[config.mk]
export PLATFORM = sky130hd
export DESIGN_NAME = block_quant_dequantizer
export DESIGN_NICKNAME = d
export VERILOG_FILES = /design/src/hw/rtl/bqd_pkg.sv /design/src/hw/rtl/bqd_cfg.sv /design/src/hw/rtl/bqd_parse.sv /design/src/hw/rtl/bqd_outbuf.sv /design/src/hw/rtl/block_quant_dequantizer.sv
export VERILOG_INCLUDE_DIRS = /design/src /design/src/hw/rtl
export SDC_FILE = /design/constraint.sdc
export NUM_CORES = 1
export LEC_CHECK = 0
export BUFFER_PORTS_ARGS = -buffer_cell sky130_fd_sc_hd__buf_2
export CAP_MARGIN = 30
export CORE_MARGIN = 2
export CORE_UTILIZATION = 69
export DETAILED_ROUTE_END_ITERATION = 10
export PLACE_DENSITY = 0.89
export SYNTH_ARGS = -nofsm -noshare
export SYNTH_HDL_FRONTEND = slang
export SYNTH_HIERARCHICAL = 1
export SYNTH_SLANG_ARGS = --single-unit
export TNS_END_PERCENT = 50
[constraint.sdc]
create_clock -name clk_i -period 14.4 [get_ports clk_i]
set_input_delay 1.44 -clock clk_i [delete_from_list [all_inputs] [get_ports clk_i]]
set_output_delay 1.44 -clock clk_i [all_outputs]
set_load 0.05 [all_outputs]
[src/hw/rtl/block_quant_dequantizer_defines.svh]
// -----------------------------------------------------------------------------
// Block quant dequantizer assertion macros
// Shared helpers for concurrent checks, clocked on clk_i and off in reset.
// -----------------------------------------------------------------------------
`ifndef BLOCK_QUANT_DEQUANTIZER_DEFINES_SVH
`define BLOCK_QUANT_DEQUANTIZER_DEFINES_SVH

// Plain property check on the block clock, disabled while reset is low.
`define BQD_ASSERT(name, prop) \
  name: assert property (@(posedge clk_i) disable iff (!rst_ni) (prop)) \
    else $error("%m: check failed");

// Same-cycle implication.
`define BQD_ASSERT_IMP(name, pre, post) \
  `BQD_ASSERT(name, (pre) |-> (post))

// Next-cycle implication.
`define BQD_ASSERT_NXT(name, pre, post) \
  `BQD_ASSERT(name, (pre) |=> (post))

`endif

[src/hw/rtl/bqd_pkg.sv]
// -----------------------------------------------------------------------------
// Block quant dequantizer package
// Shared types, constants and the scale-times-value half product.
// -----------------------------------------------------------------------------
package bqd_pkg;

  localparam int unsigned BlockElements = 32;
  localparam int unsigned HalfElements  = BlockElements / 2;

  localparam logic [5:0]  BlkLenQ8 = 6'(2 + BlockElements);
  localparam logic [5:0]  BlkLenQ4 = 6'(2 + HalfElements);
  localparam logic [31:0] BlockStep = 32'(BlockElements);

  localparam logic [4:0]  ExpAllOnes = 5'h1F;
  localparam logic [14:0] HalfInf    = 15'h7C00;
  localparam logic [5:0]  ExpBias    = 6'd10;
  localparam logic [5:0]  ExpOvf     = 6'd41;
  localparam logic [8:0]  NibBias    = 9'd8;

  typedef enum logic {
    FMT_Q8 = 1'b0,
    FMT_Q4 = 1'b1
  } fmt_e;

  typedef enum logic {
    REG_FORMAT = 1'b0,
    REG_COUNT  = 1'b1
  } reg_e;

  // One data byte with its block context, held between the two stages.
  typedef struct packed {
    logic [7:0]  data;
    logic [15:0] scale;
    logic [31:0] base;
    logic [4:0]  j;
    fmt_e        fmt;
  } s1_t;

  typedef struct packed {
    logic [15:0] half;
    logic [31:0] index;
    logic        last;
    logic        done;
  } res_t;

  // Exact product of a half scale and a small signed integer, truncated to
  // half with flush to zero and saturation to infinity.
  function automatic logic [15:0] half_product(input logic [15:0] scale,
                                               input logic [8:0]  value);
    logic        ssign;
    logic [4:0]  ex;
    logic [9:0]  mn;
    logic        neg;
    logic        psign;
    logic [7:0]  mag;
    logic [10:0] full;
    logic [17:0] prod;
    logic [4:0]  h;
    logic [17:0] norm;
    logic [5:0]  he;
    logic [4:0]  eb;
    logic [15:0] res;
    ssign = scale[15];
    ex    = scale[14:10];
    mn    = scale[9:0];
    neg   = value[8];
    mag   = neg ? 8'(-value) : value[7:0];
    psign = ssign ^ neg;
    full  = (ex != 5'd0) ? {1'b1, mn} : {1'b0, mn};
    prod  = {7'd0, full} * {10'd0, mag};
    h = 5'd0;
    for (int i = 0; i < 18; i++) begin
      if (prod[i]) h = 5'(i);
    end
    norm = prod << (5'd17 - h);
    eb   = (ex != 5'd0) ? ex : 5'd1;
    he   = {1'b0, h} + {1'b0, eb};
    if (ex == ExpAllOnes) begin
      res = (mn != 10'd0 || mag == 8'd0) ? {ssign, HalfInf} : {psign, HalfInf};
    end else if (prod == 18'd0 || he <= ExpBias) begin
      res = {psign, 15'd0};
    end else if (he >= ExpOvf) begin
      res = {psign, HalfInf};
    end else begin
      res = {psign, 5'(he - ExpBias), norm[16:7]};
    end
    return res;
  endfunction

endpackage

[src/hw/rtl/bqd_cfg.sv]
// -----------------------------------------------------------------------------
// Block quant dequantizer register file
// APB-style port holding the format and element count registers.
// -----------------------------------------------------------------------------
module bqd_cfg import bqd_pkg::*; (
  input  logic        clk_i,
  input  logic        rst_ni,
  input  logic        psel,
  input  logic        penable,
  input  logic        pwrite,
  input  logic [2:0]  paddr,
  input  logic [31:0] pwdata,
  output logic [31:0] prdata,
  output logic        pready,
  output fmt_e        fmt_o,
  output logic [31:0] count_o
);

  fmt_e        fmt_q;
  logic [31:0] count_q;
  reg_e        sel;
  logic        wr;

  assign sel    = reg_e'(paddr[2]);
  assign wr     = psel && penable && pwrite;
  assign pready = 1'b1;

  always_ff @(posedge clk_i or negedge rst_ni) begin
    if (!rst_ni) begin
      fmt_q   <= FMT_Q8;
      count_q <= BlockStep;
    end else if (wr) begin
      unique case (sel)
        REG_FORMAT: fmt_q   <= fmt_e'(pwdata[0]);
        REG_COUNT:  count_q <= pwdata;
        default:    count_q <= count_q;
      endcase
    end
  end

  always_comb begin
    unique case (sel)
      REG_FORMAT: prdata = {31'd0, fmt_q};
      REG_COUNT:  prdata = count_q;
      default:    prdata = 32'd0;
    endcase
  end

  assign fmt_o   = fmt_q;
  assign count_o = count_q;

endmodule

[src/hw/rtl/bqd_parse.sv]
// -----------------------------------------------------------------------------
// Block quant dequantizer stream parser
// Tracks block position, scale and base index; registers each data byte.
// -----------------------------------------------------------------------------
module bqd_parse import bqd_pkg::*; (
  input  logic       clk_i,
  input  logic       rst_ni,
  input  fmt_e       fmt_i,
  input  logic       in_valid_i,
  output logic       in_stall_o,
  input  logic [7:0] data_byte_i,
  output logic       s1_valid_o,
  output s1_t        s1_o,
  input  logic       s1_move_i
);

  logic [5:0]  pos_q, pos_d, pos_eff, pos_inc, blk_len;
  logic [15:0] scale_q, scale_d;
  logic [31:0] base_q, base_d, base_eff;
  logic        s1_valid_q, s1_valid_d;
  s1_t         s1_q, s1_d;
  logic        acc;

  assign in_stall_o = s1_valid_q && !s1_move_i;
  assign acc        = in_valid_i && !in_stall_o;
  assign blk_len    = (fmt_i == FMT_Q4) ? BlkLenQ4 : BlkLenQ8;

  always_comb begin
    // A block left open by a format change is closed before this byte.
    if (pos_q >= blk_len) begin
      pos_eff  = 6'd0;
      base_eff = base_q + BlockStep;
    end else begin
      pos_eff  = pos_q;
      base_eff = base_q;
    end
    pos_inc    = pos_eff + 6'd1;
    pos_d      = pos_q;
    base_d     = base_q;
    scale_d    = scale_q;
    s1_valid_d = s1_valid_q && !s1_move_i;
    s1_d       = s1_q;
    if (acc) begin
      if (pos_inc >= blk_len) begin
        pos_d  = 6'd0;
        base_d = base_eff + BlockStep;
      end else begin
        pos_d  = pos_inc;
        base_d = base_eff;
      end
      if (pos_eff == 6'd0) begin
        scale_d = {scale_q[15:8], data_byte_i};
      end else if (pos_eff == 6'd1) begin
        scale_d = {data_byte_i, scale_q[7:0]};
      end else begin
        s1_valid_d = 1'b1;
        s1_d.data  = data_byte_i;
        s1_d.scale = scale_q;
        s1_d.base  = base_eff;
        s1_d.j     = 5'(pos_eff - 6'd2);
        s1_d.fmt   = fmt_i;
      end
    end
  end

  always_ff @(posedge clk_i or negedge rst_ni) begin
    if (!rst_ni) begin
      pos_q      <= 6'd0;
      scale_q    <= 16'd0;
      base_q     <= 32'd0;
      s1_valid_q <= 1'b0;
    end else begin
      pos_q      <= pos_d;
      scale_q    <= scale_d;
      base_q     <= base_d;
      s1_valid_q <= s1_valid_d;
    end
  end

  always_ff @(posedge clk_i) begin
    s1_q <= s1_d;
  end

  assign s1_valid_o = s1_valid_q;
  assign s1_o       = s1_q;

endmodule

[src/hw/rtl/bqd_outbuf.sv]
// -----------------------------------------------------------------------------
// Block quant dequantizer result stage
// Forms up to two half results per data byte and sends them one per beat.
// -----------------------------------------------------------------------------
module bqd_outbuf import bqd_pkg::*; (
  input  logic        clk_i,
  input  logic        rst_ni,
  input  logic [31:0] count_i,
  input  logic        s1_valid_i,
  input  s1_t         s1_i,
  output logic        s1_move_o,
  output logic        out_valid_o,
  input  logic        out_stall_i,
  output res_t        res_o
);

`include "block_quant_dequantizer_defines.svh"

  logic [1:0]  cnt_q, cnt_d;
  res_t        a_q, a_d, b_q, b_d;
  logic        take;
  logic [32:0] idx0, idx1;
  logic        v0, v1;
  logic [8:0]  val0, val1;
  res_t        r0, r1;

  assign out_valid_o = (cnt_q != 2'd0);
  assign take        = out_valid_o && !out_stall_i;
  assign s1_move_o   = s1_valid_i && (cnt_q == 2'd0 || (cnt_q == 2'd1 && take));

  always_comb begin
    idx0 = {1'b0, s1_i.base} + {28'd0, s1_i.j};
    idx1 = idx0 + 33'(HalfElements);
    if (s1_i.fmt == FMT_Q4) begin
      val0 = {5'd0, s1_i.data[3:0]} - NibBias;
      val1 = {5'd0, s1_i.data[7:4]} - NibBias;
    end else begin
      val0 = {s1_i.data[7], s1_i.data};
      val1 = 9'd0;
    end
    v0 = idx0 < {1'b0, count_i};
    v1 = (s1_i.fmt == FMT_Q4) && (idx1 < {1'b0, count_i});
    r0.half  = half_product(s1_i.scale, val0);
    r0.index = idx0[31:0];
    r0.last  = !v1;
    r0.done  = (idx0[31:0] == count_i - 32'd1);
    r1.half  = half_product(s1_i.scale, val1);
    r1.index = idx1[31:0];
    r1.last  = 1'b1;
    r1.done  = (idx1[31:0] == count_i - 32'd1);
  end

  always_comb begin
    cnt_d = cnt_q;
    a_d   = a_q;
    b_d   = b_q;
    if (take) begin
      if (cnt_q == 2'd2) begin
        a_d   = b_q;
        cnt_d = 2'd1;
      end else begin
        cnt_d = 2'd0;
      end
    end
    if (s1_move_o) begin
      priority if (v0 && v1) begin
        a_d   = r0;
        b_d   = r1;
        cnt_d = 2'd2;
      end else if (v0) begin
        a_d   = r0;
        cnt_d = 2'd1;
      end else if (v1) begin
        a_d   = r1;
        cnt_d = 2'd1;
      end else begin
        cnt_d = 2'd0;
      end
    end
  end

  always_ff @(posedge clk_i or negedge rst_ni) begin
    if (!rst_ni) begin
      cnt_q <= 2'd0;
    end else begin
      cnt_q <= cnt_d;
    end
  end

  always_ff @(posedge clk_i) begin
    a_q <= a_d;
    b_q <= b_d;
  end

  assign res_o = a_q;

  `BQD_ASSERT(a_cnt_range, cnt_q != 2'd3)
  `BQD_ASSERT_IMP(a_last_single, cnt_q == 2'd1, a_q.last)
  `BQD_ASSERT_IMP(a_first_of_pair, cnt_q == 2'd2, !a_q.last)
  `BQD_ASSERT_NXT(a_pair_drains, cnt_q == 2'd2 && take, out_valid_o)

endmodule

[src/hw/rtl/block_quant_dequantizer.sv]
// A data byte is registered in the parse stage, and its results in the result stage.
// Throughput: one byte per cycle in 8-bit mode while the output is not stalled; in
// 4-bit mode each byte makes up to two results, which share the single result port.
// Scale bytes produce no result and are taken at one per cycle when not stalled.
// Reset (rst_ni low, asynchronous) clears the block position, scale, base index,
// the pending results, and sets the format to 8-bit and the element count to 32.
// -----------------------------------------------------------------------------
// Block quant dequantizer top level
// Turns a packed stream of 32-element quantized blocks into half values.
// -----------------------------------------------------------------------------
module block_quant_dequantizer import bqd_pkg::*; (
  input  logic        clk_i,
  input  logic        rst_ni,
  // Configuration port.
  input  logic        psel,
  input  logic        penable,
  input  logic        pwrite,
  input  logic [2:0]  paddr,
  input  logic [31:0] pwdata,
  output logic [31:0] prdata,
  output logic        pready,
  // Byte input channel.
  input  logic        in_valid_i,
  output logic        in_stall_o,
  input  logic [7:0]  data_byte_i,
  // Result channel.
  output logic        out_valid_o,
  input  logic        out_stall_i,
  output logic [15:0] half_value_o,
  output logic [31:0] element_index_o,
  output logic        last_of_run_o,
  output logic        tensor_done_o
);

  fmt_e        fmt;
  logic [31:0] count;
  logic        s1_valid;
  s1_t         s1;
  logic        s1_move;
  res_t        res;

  // Register file: format and element count. The user must write only while the
  // stream is idle; the block does not enforce it. Both stages read live values.
  bqd_cfg u_cfg (
    .clk_i   (clk_i),
    .rst_ni  (rst_ni),
    .psel    (psel),
    .penable (penable),
    .pwrite  (pwrite),
    .paddr   (paddr),
    .pwdata  (pwdata),
    .prdata  (prdata),
    .pready  (pready),
    .fmt_o   (fmt),
    .count_o (count)
  );

  // First stage: walks the block layout, captures the scale, and registers
  // each data byte together with the scale and base index it belongs to.
  bqd_parse u_parse (
    .clk_i       (clk_i),
    .rst_ni      (rst_ni),
    .fmt_i       (fmt),
    .in_valid_i  (in_valid_i),
    .in_stall_o  (in_stall_o),
    .data_byte_i (data_byte_i),
    .s1_valid_o  (s1_valid),
    .s1_o        (s1),
    .s1_move_i   (s1_move)
  );

  // Second stage: computes the products, drops indices past the element
  // count, and holds up to two results that leave one beat at a time. A new
  // byte moves in as soon as the last pending result is being taken.
  bqd_outbuf u_outbuf (
    .clk_i       (clk_i),
    .rst_ni      (rst_ni),
    .count_i     (count),
    .s1_valid_i  (s1_valid),
    .s1_i        (s1),
    .s1_move_o   (s1_move),
    .out_valid_o (out_valid_o),
    .out_stall_i (out_stall_i),
    .res_o       (res)
  );

  assign half_value_o    = res.half;
  assign element_index_o = res.index;
  assign last_of_run_o   = res.last;
  assign tensor_done_o   = res.done;

endmodule

## Word level (Yosys, flattened, before mapping)

Cells that the tools add are included.

| cells by class | value |
|---|---|
| eq/ne operators | 6 |
| reductions and logical operators | 34 |
| order comparisons | 8 |
| multipliers | 2 |
| bitwise operators | 5 |
| add/subtract/negate cells | 17 |
| shifts and indexed selects | 2 |
| mux-type cells | 70 |

Operator list:

| operator | number |
|---|---|
| 50-bit 2-to-1 mux | 6 |
| 5-bit 2-to-1 mux | 19 |
| 33-bit by 32-bit < comparator with 1-bit output | 2 |
| 32-bit by 6-bit adder with 32-bit output (second input constant) | 2 |
| 32-bit equality test | 2 |
| 16-bit 2-to-1 mux | 4 |
| 32-bit 2-to-1 mux | 2 |
| 32-bit one-hot mux with 2 select lines | 1 |
| 15-bit 2-to-1 mux | 4 |
| 18-bit zero test | 2 |
| 11-bit by 8-bit multiplier with 18-bit output | 2 |
| 18-bit by 5-bit left shift with 17-bit output | 2 |
| 32-bit by 5-bit adder with 33-bit output | 1 |
| 33-bit by 5-bit adder with 33-bit output (second input constant) | 1 |
| 4-bit 2-to-1 mux | 8 |
| 32-bit by 1-bit subtractor with 32-bit output (second input constant) | 1 |
| 8-bit 2-to-1 mux | 3 |
| 6-bit 2-to-1 mux | 3 |
| 9-bit 2-to-1 mux | 2 |
| 8-bit zero test | 2 |
| 8-bit negator | 2 |
| 5-bit by 5-bit adder with 6-bit output | 2 |
| 6-bit greater-or-equal comparator | 2 |
| 6-bit greater-or-equal comparator (second input constant) | 2 |
| other kinds (26) | 67 |

| word-level totals | value |
|---|---|
| logic and storage cells | 164 |
| output and inout port bits | 85 |
| bits in registers | 251 |
| bits of input ports | 50 |

## Depth between registers and ports, before layout

| logic depth | value |
|---|---|
| depth after elaboration | 31 |
| depth in mapped cells | 41 |
| depth with buffers taken out | 36 |

## Hierarchy

The synthesis kept the hierarchy.

By module, submodules not included:

| module | times used | cells each | area an instance (um^2) | sequential area each (um^2) |
|---|---|---|---|---|
| bqd_outbuf | 1 | 2147 | 17454.2 | 2522.4 |
| bqd_parse | 1 | 474 | 5424.0 | 2962.8 |
| bqd_cfg | 1 | 108 | 1602.8 | 827.0 |

## Worst setup path after synthesis

Ideal clock, no wire load.

| timing | value |
|---|---|
| path kind | register -> register |
| start point | register u_parse.s1_q (netlist bit u_parse/s1_o[0]) |
| end point | register u_outbuf.a_q (netlist bit u_outbuf/res_o[43]) |
| period minus slack after synthesis | 9.036 ns |
| setup slack | 5.364 ns |
| data required time | 14.318 ns |
| stages on the path, launching flop included | 38 |
| buffers on the path | 6 |
| setup time | 0.082 ns |
| arrival time | 8.954 ns |
| path through | edfxtp_1 clkbuf_1 clkbuf_1 clkbuf_1 nand2_1 ha_1 nor2_1 xor2_1 and3_1 fa_1 fa_1 fa_1 inv_1 fa_1 inv_1 ha_1 clkbuf_1 a21o_1 (+2 left out) a311oi_1 o31ai_1 a21boi_2 buf_2 inv_1 ha_1 fa_1 a21o_1 a21oi_1 xnor2_1 nand2b_1 a21oi_1 nand2_1 or2_2 clkbuf_1 nor2_1 a221oi_1 o221ai_1 |

RTL lines:

| element | RTL line | text |
|---|---|---|
| from (decl) | bqd_parse.sv:21 | `s1_t s1_q, s1_d;` |
| from (signal assigned) | bqd_parse.sv:81 | `s1_q <= s1_d;` |
| to (signal assigned) | bqd_outbuf.sv:91 | `a_q <= a_d;` |
| to (decl) | bqd_outbuf.sv:20 | `res_t a_q, a_d, b_q, b_d;` |

==> results.py <==
metrics = {
    "run_status": {
        "outcome": "finished clean",
    },
    "final_layout": {
        "fillers": 2423,
        "nets": 3164,
        "syn_to_final_growth_pct": 7.901,
        "drive_gt1_share_pct": 11.87,
    },
    "synth": {
        "syn_inst": 2729,
        "yosysWarnings": 6,
        "synth-edff-count": 106,
        "synth-main-ff-cell": "edfxtp_1",
        "ys_seq_area_share_pct": 25.78,
        "postSynthAreaPerCell_um2": 8.971,
        "ys_seq_elements": 241,
        "netlist-cell-type-count": 116,
        "async_reset_ff_share_pct": 35.27,
        "netlist_area_um2": 24480,
    },
    "sta": {
        "worstMarginPinSlew_ps": 958.8,
        "fin_setup_tns_ps": 0,
        "rsz0062_at_grt": "no",
        "fin_crit_ps": 10590,
        "finalSetupViolCount": 0,
        "drv_slew": 0,
        "fin_crit_sh_pct": 73.56,
        "hold_viol": 0,
        "fmax_ghz": 0.09441,
        "max-slew-margin-rel_pct": 35.94,
        "skew_ps": 15.02,
    },
    "detailed_routing": {
        "drc": 0,
        "avgRoutedWirePerCell_um": 21.45,
        "via_count": 21910,
        "viasPerCell": 6.616,
        "dr.pass1.iters": 5,
        "antenna_left": 0,
        "routed_wl_um": 71030,
        "drtIter0Drc": 1987,
    },
    "critical_path": {
        "cp-start-kind": "register",
        "crit_slowest_cell": "nor2_1",
        "reg2reg_from": "u_parse/s1_o[0]",
        "end_kind": "register",
        "path_common_cell": "fa_1",
        "crit_required_ps": 14890,
        "crit_type": "reg -> reg",
        "critPathMaxStageDelay_ps": 650,
        "ff2ff_setup_slack_ps": 3810,
        "critPathArrivalTime_ps": 11090,
        "critical_path.max_fanout": 31,
        "r2r_end": "u_outbuf/res_o[42]",
        "reg2reg_depth": 32,
        "crit_path_start": "u_parse/s1_o[0]",
        "cp-endpoint": "u_outbuf/res_o[42]",
    },
    "global_routing": {
        "track_usage_pct": 38.70,
        "grt.overflow.total": 0,
        "antenna_found_initial": 0,
        "grt_pass1_vias": 21430,
        "grt_pass1_wl_um": 113200,
        "grt_max_degree": 64,
    },
    "floorplan": {
        "design.die.area_um2": 37000,
        "ios": 135,
        "die_h_um": 192.4,
        "rows": 68,
        "core_um2": 34710,
        "die_w_um": 192.4,
        "initial_core_util_pct": 70.52,
    },
    "clock_tree": {
        "clk_path_buf_depth": 3,
        "clk_latency_ps": 550,
        "path_clk_slew_ps": 60,
        "cts_sinks": 241,
        "cts_hold_repair.buffers": 0,
        "cts_buffers": 27,
        "cts_resized": 0,
        "cts_setup_buffers": 0,
        "cts_root_buffer": "clkbuf_16",
        "htreeDepth": 1,
        "cts_tree": "built",
    },
    "place": {
        "io_buffers": 131,
        "place.gp.congestion": 1.020,
        "dp_hpwl_um": 54180,
    },
    "min_path": {
        "hold_class": "reg -> reg",
    },
    "run": {
        "cap_viol_max_count": 0,
    },
}
[state kept, by name (all words and copies together), names as in the netlist]
register,cells
u_cfg/count_o,32
u_cfg/fmt_o,1
u_outbuf/b_q,49
u_outbuf/cnt_q,2
u_outbuf/res_o,50
u_parse/base_q,27
u_parse/pos_q,6
u_parse/s1_o,57
u_parse/s1_valid_o,1
u_parse/scale_q,16
[layout make-up]
type,instances,area (um2),share of cell area [%]
antenna,1,2.502,0.009473
clock buffer,36,719.4,2.724
clock inverter,14,133.9,0.5068
inverter,263,992.2,3.756
multi-input combinational,2135,16750,63.42
sequential,241,6312,23.90
tap,455,569.3,2.155
timing repair buffer,167,933.4,3.534
[cells in the final DEF, fill, tap and decap left out, types with 45 or more instances in the layout]
cell type / count
nand2_1: 261
fa_1: 109
xor2_1: 69
and3_1: 45
nor2_1: 116
a21oi_1: 107
and2_1: 114
conb_1: 49
o21ai_0: 84
nand3_1: 63
ha_1: 170
edfxtp_1: 106
buf_2: 130
dfxtp_1: 50
inv_1: 254
xnor2_1: 158
nor3_1: 55
dfrtp_1: 84
mux2i_1: 50
[synthesized netlist by cell type (all sizes together), types with 14 or more instances]
cell type  number  share of area, %
a211o          16              0.57
a211oi         25              0.85
a21o           39               1.2
a21oi         109               2.3
a22oi          27              0.83
a31oi          16              0.41
and2          115               2.9
and3           46               1.2
buf            39               1.0
clkbuf         96               1.5
dfrtp          84               8.6
dfxtp          50               4.1
edfxtp        106                13
fa            109               8.9
ha            170               8.7
inv           258               4.0
mux2           61               3.3
mux2i          50               2.0
nand2         263               4.1
nand2b         22              0.56
nand3          63               1.3
nand4          42               1.3
nor2          119               1.8
nor2b          24              0.64
nor3           56               1.2
nor4           32               1.0
o211ai         26              0.87
o21a           26              0.80
o21ai          93               1.9
o22ai          38              0.97
or2            14              0.36
or3            24              0.63
or4            14              0.46
xnor2         160               5.8
xor2           69               2.5
[kinds of logic after synthesis]
kind of cell	Yosys count	share of synthesized area, %
muxes	111	5.310
xor gates and xnor gates	229	8.254
DFF	241	25.78
adders and majority gates	279	17.60
buffers and inverters	398	6.567
other	4	0.06131
and+or+nand+nor	892	19.65
AOI/OAI and AO/OA	575	16.77
[stage by stage]
step           util [%]  std cells  cell area [um2]  hold WS (ps)  setup slack [ps]
4_1_cts           76.07       3310            26410         445.1              4060
3_3_place_gp      73.44       3253            25490         425.0              4269
2_1_floorplan         -       2774            24650         419.4              5364
5_1_grt           76.09       3311            26410         453.4              3293
6_report          76.10       3312            26420         445.2              3808
3_5_place_dp      73.61       3260            25550         431.0              4207
[critical path, delay by kind of cell, from the launching register on]
kind,cells,cell delay [ps]
simple gates,9,3390
fa+ha+maj,7,3090
compound gates,10,2660
buf+inv,4,660
xor+xnor,2,360
flops,1,350
[per-layer routing]
metal	GRT usage [%]	vias to the layer above	routed length, um
li1	-	9906	-
met1	47.83	10500	26950
met2	65.63	1240	34010
met3	4.655	262	5591
met4	22.02	0	4483
met5	0	-	0
[how the worst min path moves through the flow]
| stage | start | endpoint | slack, ps | cells after the start |
|---|---|---|---|---|
| 6_report | u_parse/scale_q[1] | u_parse/s1_o[39] | 450 | 0 |
| 5_1_grt | u_parse/scale_q[13] | u_parse/s1_o[51] | 450 | 0 |
| 4_1_cts | u_parse/scale_q[1] | u_parse/s1_o[39] | 450 | 0 |
| 3_5_place_dp | u_parse/scale_q[10] | u_parse/s1_o[48] | 430 | 0 |
| 3_3_place_gp | u_parse/scale_q[1] | u_parse/s1_o[39] | 430 | 0 |
| 2_1_floorplan | u_parse/scale_q[0] | u_parse/s1_o[38] | 420 | 0 |
Power is not shown: default switching activity piles up to over one toggle a cycle in this logic, so the estimate is an artifact.
